<file path="src/rtl/isq_pkg.sv">
// Package for the indexed sequence store.
// Command codes, payload structs, per-cell control struct and sizing constants.
// No dependencies.
package isq_pkg;

  localparam int DEPTH_DEF = 64;
  localparam int OP_W      = 3;
  localparam int POS_W     = 7;
  localparam int WORD_W    = 32;
  localparam int COUNT_W   = 7;

  localparam logic [OP_W-1:0] OP_PUSH_FRONT = 3'd0;
  localparam logic [OP_W-1:0] OP_PUSH_BACK  = 3'd1;
  localparam logic [OP_W-1:0] OP_POP_FRONT  = 3'd2;
  localparam logic [OP_W-1:0] OP_POP_BACK   = 3'd3;
  localparam logic [OP_W-1:0] OP_INSERT     = 3'd4;
  localparam logic [OP_W-1:0] OP_ERASE      = 3'd5;
  localparam logic [OP_W-1:0] OP_CLEAR      = 3'd6;

  typedef struct packed {
    logic [OP_W-1:0]          op;
    logic [POS_W-1:0]         position;
    logic signed [WORD_W-1:0] word_in;
  } in_t;

  typedef struct packed {
    logic signed [WORD_W-1:0] word_out;
    logic                     ok;
    logic [COUNT_W-1:0]       count;
    logic                     is_empty;
  } out_t;

  // broadcast to every cell
  typedef struct packed {
    logic ins;    // open a gap at the index, load the word
    logic ers;    // close the gap at the index
    logic snap;   // copy data into the read lane
    logic shift;  // move the read lane one cell toward the front
  } cell_cmd_t;

endpackage

</file>
<file path="src/rtl/isq_cell.sv">
// One entry of the store: a data word and a read-lane word.
// Data moves to/from neighbors on insert/erase; the lane drains toward the front.
// Depends on isq_pkg.
module isq_cell #(
  parameter int IDX_W = 6,
  parameter int IDX   = 0
) (
  input  logic                             clk,
  input  isq_pkg::cell_cmd_t               cmd,
  input  logic [IDX_W-1:0]                 at,
  input  logic signed [isq_pkg::WORD_W-1:0] word,
  input  logic signed [isq_pkg::WORD_W-1:0] left_data,
  input  logic signed [isq_pkg::WORD_W-1:0] right_data,
  input  logic signed [isq_pkg::WORD_W-1:0] right_lane,
  output logic signed [isq_pkg::WORD_W-1:0] data,
  output logic signed [isq_pkg::WORD_W-1:0] lane
);

  localparam logic [IDX_W-1:0] MY_IDX = IDX_W'(IDX);

  logic signed [isq_pkg::WORD_W-1:0] data_r, data_nxt;
  logic signed [isq_pkg::WORD_W-1:0] lane_r, lane_nxt;

  always_comb begin
    data_nxt = data_r;
    if (cmd.ins && (MY_IDX > at)) begin
      data_nxt = left_data;
    end else if (cmd.ins && (MY_IDX == at)) begin
      data_nxt = word;
    end else if (cmd.ers && (MY_IDX >= at)) begin
      data_nxt = right_data;
    end
  end

  always_comb begin
    lane_nxt = lane_r;
    if (cmd.snap) begin
      lane_nxt = data_r;
    end else if (cmd.shift) begin
      lane_nxt = right_lane;
    end
  end

  always_ff @(posedge clk) begin
    data_r <= data_nxt;
    lane_r <= lane_nxt;
  end

  assign data = data_r;
  assign lane = lane_r;

endmodule

</file>
<file path="config.mk">
export PLATFORM = sky130hd
export DESIGN_NAME = isq_cell
export DESIGN_NICKNAME = d
export VERILOG_FILES = /design/src/rtl/isq_pkg.sv /design/src/rtl/isq_cell.sv
export SDC_FILE = /design/constraint.sdc
export NUM_CORES = 1
export LEC_CHECK = 0
export BUFFER_PORTS_ARGS = -buffer_cell sky130_fd_sc_hd__buf_4
export CORE_MARGIN = 2
export CORE_UTILIZATION = 30
export CTS_BUF_LIST = sky130_fd_sc_hd__clkbuf_16
export CTS_CLUSTER_SIZE = 12
export DETAILED_ROUTE_END_ITERATION = 10
export GPL_TIMING_DRIVEN = 0
export PLACE_DENSITY_LB_ADDON = 0.3
export SLEW_MARGIN = 20
export SYNTH_ARGS = -nofsm -noshare
export SYNTH_HDL_FRONTEND = slang
export SYNTH_SLANG_ARGS = --single-unit
</file>
<file path="constraint.sdc">
create_clock -name clk -period 2.1 [get_ports clk]
set_clock_uncertainty 0.15 [all_clocks]
set_input_delay 0.21 -clock clk [delete_from_list [all_inputs] [get_ports clk]]
set_output_delay 0.21 -clock clk [all_outputs]
set_load 0.02 [all_outputs]
</file>
==> summary.md <==
| Metric | Value |
|---|---|
| Top post-synthesis cells by area | sky130_fd_sc_hd__edfxtp_1, sky130_fd_sc_hd__mux2_4, sky130_fd_sc_hd__mux2_2 |
| Post-CTS setup buffers | 0 |
| Number of register bits inferred by synthesis | 64 |
| Setup violators final | 0 |
| Wire length of the first global-routing pass | 10.43 mm |
| Post-route minimum period | around 1.7 ns |
| Clock sink total | 64 |
| Number of design rule violations left after detail routing | 0 |
| Count of pins on the block boundary | between 200 and 250 |
| Kind of path behind the tightest hold check | input pin to register |
| Library cell occupying the most area in the post-synthesis netlist | sky130_fd_sc_hd__edfxtp_1 |
| Hold Buf Count CTS | 0 |
| Static Leak | 2.017 nW |
| Starting Density | 30.94% |
| Critical path buffers and inverters | 2 |
| Die Span Y | 101.6 um |
| Antenna Nets Post-Route | 0 |
| Final Routed Wirelength | between 7 and 8 mm |
| Vias per cell | 4.257 |
| Post-synthesis instance total | 140 |
| Primary FF master, synth | sky130_fd_sc_hd__edfxtp_1 |
| Total CTS buffers | 9 |
| Result of the run | finished, final reports clean |
| Setup repair after global routing missed its margin | false |
| Routed length per instance | 15.63 um |
| Total placed instance area | 4289 um^2 |
| Pin count of the biggest net entering global routing | 33 |
| DIE AREA | 10330 um^2 |
| Headroom to the max-slew limit | 40.05% |
| Count of filler cells inserted in the layout | just over 800 |
| Die width | 101.6 um |
| Total power consumption of the routed design | ~3.2 mW |
| Insertion delay of the later-clocked pin in the worst-skew pair | 0.32 ns |
| Top delay family on crit path | simple AND/OR/NAND/NOR gates |
| Category of the worst setup path capture point | register |
| Worst-path maximum fanout | 32 |
| Mapped Nets | 279 |
| Final period utilization | 80.48% |
| Fraction of the yosys area taken by sequential cells | between 60 and 70% |
| Number of enable-type register cells in the synthesized netlist | between 60 and 70 |
| Setup Slack @ Placement | 0.02555 ns |
| Final hold vios | 0 |
| Max-capacitance violation count | 0 |
| Clk root buf | sky130_fd_sc_hd__clkbuf_16 |
| Worst Max-Slew Pin Slew | 0.8993 ns |
| Fraction of post-synthesis cell area in the top cell type by area | approximately two thirds |
| Number of vias after detailed routing | 1924 |
| Crit path setup slack, layout | 0.4099 ns |
| Final count of pins violating max slew | 0 |
| Maximum frequency from static timing analysis | 591.7 MHz |
| Data required time at the worst endpoint | 1.90 ns |
| Antenna Cells | 0 |
| Top-count cell post-synth | sky130_fd_sc_hd__edfxtp_1 |
| Number of detailed-route iterations in the first pass | 4 |
| H-Tree Level Count | 3 |
| Placeable core region | just over 9000 um^2 |
| Tightest hold margin | 0.03750 ns |
| CTS tree | built |
| Area grow syn2layout | 58.56% |
| Post-layout nets | 459 |
| Share of layout cells above drive strength 1 | 78.02% |
| Port-buffer cells | 169 |
| Via count of the first global-routing pass | between 2000 and 2500 |
| Antenna violations before repair | 0 |
| Drt first-iter violations | 32 |
| Overall track demand over capacity in global routing | between 10% and 20% |
| Commonest cells in the netlist | sky130_fd_sc_hd__edfxtp_1, sky130_fd_sc_hd__mux2_2, sky130_fd_sc_hd__mux2_4 |
| Critical Path Max Stage Delay | 0.71 ns |
| Sum of net half-perimeters after detailed placement | 5.263 mm |
| Setup TNS | 0 ns |
| Worst ir drop on vdd | approximately 360 uV |
| Aggregate global routing overflow | 0 |
| Average cell area after synthesis | just over 20 um^2 |
| Clock buffer depth | 2 |
| Cells resized by post-CTS repair | 0 |
| Number of warning messages in the yosys log | 0 |
| Crit-path cells | clkbuf_1 > buf_2 > or2_2 |
| Number of rows created at floorplan | 35 |
| Critical path class | input pin to register |
| CTS clock-pin slew for the worst setup and hold paths | 0.05 ns |
| Final weighted congestion in routability-driven placement | around 0.73 |
| Worst-path cell with the longest stage delay | sky130_fd_sc_hd__or2_2 |
| Finished layout cell area | ~4500 um^2 |
| FFs w/ async S/R, synth | 0% |
| Synth Cell Area | 2859 um^2 |
| Power per cell area | ~700 nW/um^2 |
| Distinct cell type count of the synthesized netlist | 11 |
| Data arrival time of the critical path | ~1.5 ns |
| Critical path startpoint category | input pin |
worst paths after layout:
check	endpoint	depth (start not counted)	slack, ns	startpoint
hold reg to reg	lane[11]$_DFFE_PP_	1	0.42	data[11]$_DFFE_PP_
setup / recovery	lane[4]$_DFFE_PP_	3	0.41	cmd[1]
setup reg to reg	lane[19]$_DFFE_PP_	1	1.00	data[19]$_DFFE_PP_
hold / removal	data[9]$_DFFE_PP_	2	0.04	right_data[9]
routing by layer:
layer  global-route usage [%]  up-vias  part of all wire (%)
li1                         -      912                     -
met1                    14.86      917                    36
met2                    23.79       87                    54
met3                    6.211        8                   8.4
met4                    5.301        0                   1.4
met5                        0        -                     0
registers in the layout, summed over array words and instances, names as in the netlist:
signal / cells
data: 32
lane: 32
layout make-up:
type | instances | area, um^2 | share of cell area (%)
Buffer | 7 | 52.55 | 1.159
Clock buffer | 9 | 225.2 | 4.968
Clock inverter | 5 | 18.77 | 0.4140
Multi-Input combinational cell | 69 | 884.6 | 19.51
Sequential cell | 64 | 1922 | 42.40
Tap cell | 129 | 161.4 | 3.561
Timing Repair Buffer | 169 | 1269 | 27.99
power breakdown:
group	total (mW)	switching, mW	internal (mW)
combinational	0.430	0.165	0.265
sequential	1.49	0.0151	1.47
clock	1.25	0.484	0.762
cells in the final DEF (no fill, tap or decap), drive strengths merged:
cell    synthesis  layout
mux2           64      64
nor4            1       1
or2             1       1
nor2            1       1
inv             0       2
o211a           1       1
buf             6     175
nand3           1       1
edfxtp         64      64
clkbuf          1      10
clkinv          0       3
through the flow:
step / cells / util [%]
2_1_floorplan: 140 / -
3_3_place_gp: 438 / 46.42
3_5_place_dp: 438 / 46.42
4_1_cts: 452 / 49.06
5_1_grt: 452 / 49.06
6_report: 452 / 49.06
cell families (layout without fill, tap and decap cells):
logic type	count (synthesis)	count (layout)	share of synthesized area, %
AO/OA/AOI/OAI	1	1	0.3501
AND/OR/NAND/NOR	4	4	1.444
multiplexers	64	64	29.15
flip-flops	64	64	67.22
buffers and inverters	7	190	1.838
No activity file was read; power rests on OpenSTA's default activity.
